===== src/rtl/core/mh64_pkg.sv =====
// Package with the shared constants, sequencer states and helpers of the MurmurHash64A block.
package mh64_pkg;

    localparam logic [63:0] MUR_M      = 64'hc6a4a7935bd1e995;
    localparam int unsigned MUR_R      = 47;
    localparam logic [31:0] SEED_RESET = 32'd5;

    localparam int unsigned LEN_W   = 31;
    localparam int unsigned WORD_W  = 64;
    localparam int unsigned CNT_W   = 4;
    localparam int unsigned TDATA_W = 104;

    typedef enum logic [2:0] {
        ST_IDLE,
        ST_INIT,
        ST_DISPATCH,
        ST_K1,
        ST_K2,
        ST_HM,
        ST_FIN
    } mh64_state_t;

    // Keeps the low count bytes of a word, for a tail of 1 to 7 bytes.
    function automatic logic [63:0] tail_mask(input logic [2:0] cnt);
        logic [63:0] m;
        unique case (cnt)
            3'd1:    m = 64'h0000_0000_0000_00ff;
            3'd2:    m = 64'h0000_0000_0000_ffff;
            3'd3:    m = 64'h0000_0000_00ff_ffff;
            3'd4:    m = 64'h0000_0000_ffff_ffff;
            3'd5:    m = 64'h0000_00ff_ffff_ffff;
            3'd6:    m = 64'h0000_ffff_ffff_ffff;
            3'd7:    m = 64'h00ff_ffff_ffff_ffff;
            default: m = 64'h0;
        endcase
        return m;
    endfunction

    function automatic logic [63:0] xor_shift(input logic [63:0] v);
        return v ^ (v >> MUR_R);
    endfunction

endpackage


===== src/rtl/core/murmur64a_hash_stream_top.sv =====
// Streaming MurmurHash64A engine built around one shared 32x32 multiplier.
// Each 64-bit multiply by m runs in phases: three partial products on the shared
// multiplier, each registered, then accumulated. A word is accepted in idle and
// dispatched, then runs the K1, K2 and HM multiplies for a full word or only HM for a
// tail, plus the length multiply on a first word and the finalization multiply on a last.
// Reset (aresetn low at a clock edge) empties the block and sets the seed to 5.
module murmur64a_hash_stream_top
    import mh64_pkg::*;
(
    input  logic                 aclk,
    input  logic                 aresetn,

    input  logic                 cfg_wr_en,
    input  logic [31:0]          cfg_wr_data,   // seed

    input  logic                 s_tvalid,
    output logic                 s_tready,
    // [30:0] msg_len, [94:31] data_word, [98:95] byte_count, [103:99] zero
    input  logic [TDATA_W-1:0]   s_tdata,
    input  logic                 s_tlast,

    output logic                 m_tvalid,
    input  logic                 m_tready,
    output logic [63:0]          m_tdata        // [63:0] hash
);

    mh64_state_t       state_reg, state_next;
    logic [1:0]        phase_reg, phase_next;
    logic              in_msg_reg, in_msg_next;
    logic [31:0]       seed_reg;
    logic [63:0]       h_reg, h_next;
    logic [63:0]       op_reg, op_next;
    logic [63:0]       acc_reg, acc_next;
    logic [63:0]       prod_reg;
    logic [63:0]       word_reg, word_next;
    logic [CNT_W-1:0]  cnt_reg, cnt_next;
    logic              last_reg, last_next;
    logic              out_valid_reg, out_valid_next;
    logic [63:0]       out_reg, out_next;

    logic              in_accept;
    logic              mul_state;
    logic              out_free;
    logic              mul_done;
    logic [31:0]       mul_a, mul_b;
    logic [63:0]       mul_res;

    assign in_accept = s_tvalid && s_tready;
    assign s_tready  = (state_reg == ST_IDLE);
    assign m_tvalid  = out_valid_reg;
    assign m_tdata   = out_reg;
    assign out_free  = !out_valid_reg || m_tready;

    assign mul_state = (state_reg == ST_INIT) || (state_reg == ST_K1) ||
                       (state_reg == ST_K2) || (state_reg == ST_HM) ||
                       (state_reg == ST_FIN);
    // Finalization waits in its last phase until the output register is free.
    assign mul_done  = mul_state && (phase_reg == 2'd3) &&
                       ((state_reg != ST_FIN) || out_free);

    // Low 64 bits of op * m: lo*mlo + ((hi*mlo + lo*mhi) << 32).
    // The last phase repeats the lo*mhi product so that a stall keeps it intact.
    always_comb begin
        unique case (phase_reg)
            2'd1: begin
                mul_a = op_reg[63:32];
                mul_b = MUR_M[31:0];
            end
            2'd2, 2'd3: begin
                mul_a = op_reg[31:0];
                mul_b = MUR_M[63:32];
            end
            default: begin
                mul_a = op_reg[31:0];
                mul_b = MUR_M[31:0];
            end
        endcase
    end

    assign mul_res = acc_reg + {prod_reg[31:0], 32'd0};

    always_comb begin
        unique case (phase_reg)
            2'd1:    acc_next = prod_reg;
            2'd2:    acc_next = mul_res;
            default: acc_next = acc_reg;
        endcase
        if (!mul_state) begin
            phase_next = 2'd0;
        end else if (phase_reg != 2'd3) begin
            phase_next = phase_reg + 2'd1;
        end else if (mul_done) begin
            phase_next = 2'd0;
        end else begin
            phase_next = phase_reg;
        end
    end

    // Next state.
    always_comb begin
        state_next = state_reg;
        unique case (state_reg)
            ST_IDLE: begin
                if (in_accept) begin
                    state_next = in_msg_reg ? ST_DISPATCH : ST_INIT;
                end
            end
            ST_INIT: begin
                if (mul_done) begin
                    state_next = ST_DISPATCH;
                end
            end
            ST_DISPATCH: begin
                priority if (cnt_reg[3]) begin
                    state_next = ST_K1;
                end else if (cnt_reg[2:0] != 3'd0) begin
                    state_next = ST_HM;
                end else if (last_reg) begin
                    state_next = ST_FIN;
                end else begin
                    state_next = ST_IDLE;
                end
            end
            ST_K1: begin
                if (mul_done) begin
                    state_next = ST_K2;
                end
            end
            ST_K2: begin
                if (mul_done) begin
                    state_next = ST_HM;
                end
            end
            ST_HM: begin
                if (mul_done) begin
                    state_next = last_reg ? ST_FIN : ST_IDLE;
                end
            end
            ST_FIN: begin
                if (mul_done) begin
                    state_next = ST_IDLE;
                end
            end
            default: state_next = ST_IDLE;
        endcase
    end

    // Datapath and output register updates.
    always_comb begin
        h_next         = h_reg;
        op_next        = op_reg;
        word_next      = word_reg;
        cnt_next       = cnt_reg;
        last_next      = last_reg;
        in_msg_next    = in_msg_reg;
        out_next       = out_reg;
        out_valid_next = out_valid_reg && !m_tready;
        unique case (state_reg)
            ST_IDLE: begin
                if (in_accept) begin
                    word_next = s_tdata[LEN_W +: WORD_W];
                    cnt_next  = s_tdata[LEN_W + WORD_W +: CNT_W];
                    last_next = s_tlast;
                    op_next   = {{(64 - LEN_W){1'b0}}, s_tdata[LEN_W-1:0]};
                end
            end
            ST_INIT: begin
                if (mul_done) begin
                    h_next = {32'd0, seed_reg} ^ mul_res;
                end
            end
            ST_DISPATCH: begin
                priority if (cnt_reg[3]) begin
                    op_next = word_reg;
                end else if (cnt_reg[2:0] != 3'd0) begin
                    op_next = h_reg ^ (word_reg & tail_mask(cnt_reg[2:0]));
                end else if (last_reg) begin
                    op_next = xor_shift(h_reg);
                end else begin
                    in_msg_next = 1'b1;
                end
            end
            ST_K1: begin
                if (mul_done) begin
                    op_next = xor_shift(mul_res);
                end
            end
            ST_K2: begin
                if (mul_done) begin
                    op_next = h_reg ^ mul_res;
                end
            end
            ST_HM: begin
                if (mul_done) begin
                    h_next  = mul_res;
                    op_next = xor_shift(mul_res);
                    if (!last_reg) begin
                        in_msg_next = 1'b1;
                    end
                end
            end
            ST_FIN: begin
                if (mul_done) begin
                    out_next       = xor_shift(mul_res);
                    out_valid_next = 1'b1;
                    in_msg_next    = 1'b0;
                    h_next         = 64'd0;
                end
            end
            default: ;
        endcase
    end

    always_ff @(posedge aclk) begin
        if (!aresetn) begin
            state_reg     <= ST_IDLE;
            phase_reg     <= 2'd0;
            in_msg_reg    <= 1'b0;
            out_valid_reg <= 1'b0;
            seed_reg      <= SEED_RESET;
        end else begin
            state_reg     <= state_next;
            phase_reg     <= phase_next;
            in_msg_reg    <= in_msg_next;
            out_valid_reg <= out_valid_next;
            if (cfg_wr_en) begin
                seed_reg <= cfg_wr_data;
            end
        end
    end

    always_ff @(posedge aclk) begin
        h_reg    <= h_next;
        op_reg   <= op_next;
        acc_reg  <= acc_next;
        prod_reg <= mul_a * mul_b;
        word_reg <= word_next;
        cnt_reg  <= cnt_next;
        last_reg <= last_next;
        out_reg  <= out_next;
    end

endmodule


===== config.mk =====
export PLATFORM = sky130hd
export DESIGN_NAME = murmur64a_hash_stream_top
export DESIGN_NICKNAME = d
export VERILOG_FILES = /design/src/rtl/core/mh64_pkg.sv /design/src/rtl/core/murmur64a_hash_stream_top.sv
export SDC_FILE = /design/constraint.sdc
export NUM_CORES = 2
export LEC_CHECK = 0
export BUFFER_PORTS_ARGS = -buffer_cell sky130_fd_sc_hd__clkbuf_2
export CAP_MARGIN = 20
export CORE_MARGIN = 8
export CORE_UTILIZATION = 30
export CTS_BUF_LIST = sky130_fd_sc_hd__clkbuf_16
export DETAILED_ROUTE_END_ITERATION = 8
export GPL_TIMING_DRIVEN = 0
export PLACE_DENSITY = 0.43
export SLEW_MARGIN = 25
export SYNTH_ARGS = -nofsm -noshare
export SYNTH_HDL_FRONTEND = slang
export SYNTH_SLANG_ARGS = --single-unit

===== constraint.sdc =====
create_clock -name aclk -period 12.3 [get_ports aclk]
set_clock_uncertainty 0.1 [all_clocks]
set_input_delay 1.23 -clock aclk [delete_from_list [all_inputs] [get_ports aclk]]
set_output_delay 1.23 -clock aclk [all_outputs]
set_load 0.02 [all_outputs]

**Word level (Yosys, flattened, before mapping)**

Cells that the tools add are included.

- Register bits after elaboration: 428
- Input port bits: 142
- Output and inout bits: 66
- Word-level logic and storage cells: 117

- $add $sub $neg: 2
- Multipliers: 1
- Equal/unequal tests: 28
- Mux-type cells: 39
- Bitwise gates (word level): 6
- Reductions and logical operators: 28

Operators with widths:

| operator | number |
|---|---|
| $mux 64 | 12 |
| $pmux 56 s7 | 1 |
| $pmux 64 s4 | 1 |
| $pmux 64 s3 | 1 |
| $pmux 64 s2 | 1 |
| $xor 64x17->64 | 2 |
| $xor 64x64->64 | 2 |
| $add 64x64->64 | 1 |
| $and 64x64->64 | 1 |
| $mul 32x32->64 | 1 |
| $mux 32 | 2 |
| $xor 32x64->64 | 1 |
| $mux 3 | 9 |
| $eq 3x3->1 const B | 7 |
| $pmux 3 s7 | 1 |
| $ne 2x2->1 const B | 8 |
| $eq 3x2->1 const B | 4 |
| $reduce_and 5->1 | 2 |
| $reduce_bool 3->1 | 3 |
| $mux 1 | 7 |
| $eq 3x1->1 const B | 2 |
| $logic_or 1x1->1 | 6 |
| $mux 2 | 3 |
| $reduce_and 2->1 | 3 |
| other kinds (15) | 23 |

**Longest topological paths before layout**

- Depth in word-level cells: 10
- Depth in mapped cells: 35
- Depth with buffers taken out: 32

**Worst setup path before layout**

OpenSTA, ideal clock, no wires.

- Kind: reg-to-reg
- Start: register phase_reg[0]
- End: register prod_reg[63]
- Setup time: 0.072 ns
- Arrival: 9.707 ns
- Data required time: 12.128 ns
- Path slack: 2.421 ns
- Stages on the path, launching flop included: 30
- Buffers on the path: 4
- Clock period less this slack: 9.879 ns
- Cell sequence: dfxtp_1 ha_1 clkbuf_1 clkbuf_1 buf_1 mux2i_1 inv_1 nand2_1 inv_1 fa_1 fa_1 inv_1 fa_1 fa_1 inv_1 fa_1 fa_1 fa_1 fa_1 ha_1 buf_2 nand4_1 or2_2 a2111oi_4 o21ai_2 o41ai_4 a21oi_1 o31a_1 o41ai_2 xnor2_1

- Longest elaborated chain between the ends: 4
- Elaborated cells between the ends (all ways): 7
- Classes of those cells: mul: 1; eq/ne: 3; mux: 2; reduce/logical: 1

RTL lines:

| what | line | text |
|---|---|---|
| from (decl) | murmur64a_hash_stream_top.sv:28 | `logic [1:0] phase_reg, phase_next;` |
| from (signal assigned) | murmur64a_hash_stream_top.sv:223 | `phase_reg <= phase_next;` |
| $eq 2x2->1 | murmur64a_hash_stream_top.sv:64 | `unique case (phase_reg)` |
| $reduce_or 2->1 | murmur64a_hash_stream_top.sv:64 |  |
| $mux 32 | murmur64a_hash_stream_top.sv:64 |  |
| $mul 32x32->64 (*) | murmur64a_hash_stream_top.sv:236 | `prod_reg <= mul_a * mul_b;` |
| to (signal assigned) | murmur64a_hash_stream_top.sv:236 |  |
| to (decl) | murmur64a_hash_stream_top.sv:34 | `logic [63:0] prod_reg;` |

Every way passes the cells marked *; elsewhere a longest branch is shown, timed or not.
A chain may end at the register's enable or synchronous reset.

**Worst setup path in the final report**

- Start: register phase_reg[0]
- End: register prod_reg[57]

Same word-level chain as after synthesis.

==> impl_metrics.yaml <==
sta:
  max_freq_mhz: 85.0
  setup_viol: 0
  layout_setup_ws_ps: 541
  relSlewSlack_pct: 20.8
  hold_violations: 0
  drv_slew: 0
  tightest_slew_ps: 1150
  min_period_over_period_pct: 95.6
  timing.hold.ws_ps: 422
  fin_setup_tns_ps: 0
  rsz0062_at_grt: "no"
  min_period_ps: 11760
layout:
  multi_input_area_um2: 28900
  synthToLayoutAreaGrowth_pct: 12.4
  seq_area_um2: 11800
  layout-drive-gt1-share_pct: 9.26
  finalNetCount: 5751
  final_cells: 6525
  fillers: 15200
critical_path:
  cp.arrival_ps: 12150
  critPathLaunchType: "flip-flop"
  max_stage_delay_ps: 660
  crit_type: "flip-flop to flip-flop"
  slowest_stage: "fa_1"
  worst_path_most_repeated_cell: "inv_1"
  worst-path-max-fanout: 13
  path_delay_family: "adder cells"
  required_ps: 12690
  cp_num_buf_inv: 11
  crit_path_end_kind: "flip-flop"
global_route:
  grt_max_degree: 49
  grt_pass1_vias: 33600
  grtUsageTotal_pct: 20.7
  antenna_found_initial: 4
  grt_remaining_overflow: 0
  grt_pass1_wl_um: 243000
clock_network:
  cts_max_level: 2
  cts-buffers-inserted: 47
  clkTransAtPathRegs_ps: 60
  cts_hold_buf: 0
  clkLatencyLatePin_ps: 630
  clock_path_buffers: 3
  numClockSinks: 428
  root_buffer: "clkbuf_16"
  cts_tree: "done"
place:
  dpl_worst_slack_ps: -708
  finalWeightedCongestion: 0.916
  port_buffers: 200
  place_inst: 6432
  hpwl_um: 144000
floorplan:
  initial_utilization_pct: 30.1
  dieArea_um2: 160000
  core.rowCount: 141
  coreArea_um2: 147000
  io_pins: 208
  die_w_um: 400
  fp.dieH_um: 400
detailed_routing:
  viasPerCell: 4.95
  wl_per_cell_um: 26.1
  ant_nets: 0
  drt-initial-drc-count: 2922
  drc: 0
  vias: 32300
  wirelength_um: 170000
  first_pass_iters: 6
logic_synthesis:
  synth_top_area_cell: "fa_1"
  seq_area_frac_synth_pct: 26.7
  synthAdderAreaFrac_pct: 40.4
  netlist_instances: 4288
  synth-main-ff-cell: "edfxtp_1"
  yosys.area.top_type_share_pct: 28.2
  synth_most_common_cell: "inv_1"
  ys_seq_elements: 428
  ys_types: 87
  synth_top_family_by_area: "adder cells"
  async_flop_share_pct: 0
  synth_edf_count: 325
  synth_warnings: 0
  yosys.area_share.simple_pct: 8.02
  muxShareOfSynthArea_pct: 2.46
  synth_commonest_cells: "inv_1, fa_1, ha_1"
  synth.cell_area_um2: 44300
  avgSynthCellArea_um2: 10.3
  synthTopCellsByArea: "fa_1, edfxtp_1, ha_1"
  synth-compound-area-share_pct: 11.1
  synth_xor_area_share_pct: 2.92
outcome:
  status: "finished clean"
run:
  drv_cap: 0
worst_hold_path:
  hold_path_class: "flip-flop to flip-flop"
-- cell usage in the layout (no fill, tap or decap), drive strengths merged, types with 11 or more instances in the layout --
cell type and instances:
a21o 80, a211oi 35, nand3 61, mux2i 54
edfxtp 325, clkbuf 375, nor3b 11, xnor2 91
a21oi 231, o21ai 229, nor2 245, o211ai 15
ha 432, o21a 13, nand4 23, nor2b 77
nand2b 22, o22ai 16, or2 19, nor3 26
nand2 241, and3 11, and2 21, dfxtp 103
o21bai 18, clkinv 23, buf 31, inv 866
a31oi 45, xor2 54, mux2 49, a221oi 19
fa 624
-- worst min-delay path: stages, from the launching register on --
cell	delay, ps
dfxtp_1	360
mux2i_1	80
nand2_1	60
-- stage by stage --
stage	area, um^2	util [%]
after CTS	49800	33.8
after global routing	49800	33.8
after global placement	47700	32.4
final	49800	33.8
after floorplan	44300	-
after detailed placement	48200	32.7
-- kinds of logic after synthesis --
kind of cell	count (synthesis)
XOR/XNOR	145
other	2
adder cells (fa/ha/maj)	1056
multiplexers	103
buffers and inverters	1000
flip-flops	428
AO/OA/AOI/OAI	781
AND/OR/NAND/NOR	773
-- what timing repair did --
action,CTS,global route
hold endpoints to repair,0,0
buffers inserted,0,2
gates cloned,0,0
setup endpoints to repair,11,3
gates resized for setup,3,3
-- worst paths after layout --
kind	from	to	slack [ps]	cells after the start
max	phase_reg[0]$_SDFFE_PN0P_	prod_reg[57]$_DFF_P_	540	33
min	seed_reg[2]$_SDFFE_PN1P_	seed_reg[2]$_SDFFE_PN1P_	420	2
max reg2reg	phase_reg[0]$_SDFFE_PN0P_	prod_reg[57]$_DFF_P_	540	33
min reg2reg	seed_reg[2]$_SDFFE_PN1P_	seed_reg[2]$_SDFFE_PN1P_	420	2
-- cell type report --
class | instances | share of cell area (%)
buffer | 141 | 1.08
tap | 1930 | 4.85
clock inverter | 38 | 0.736
inverter | 859 | 6.48
clock buffer | 50 | 2.51
sequential | 428 | 23.7
timing repair buffer | 215 | 2.58
multi-input combinational | 2861 | 58.0
antenna | 3 | 0.0151
-- layer usage --
layer / track usage [%] / up-vias / wire length, um
met5: 0 / - / 0
met4: 6.07 / 0 / 5910
met3: 1.73 / 194 / 6720
met2: 34.6 / 916 / 80700
met1: 28.6 / 16600 / 76800
li1: - / 14600 / -
Power is not shown: default switching activity piles up to over one toggle a cycle in this logic, so the estimate is an artifact.
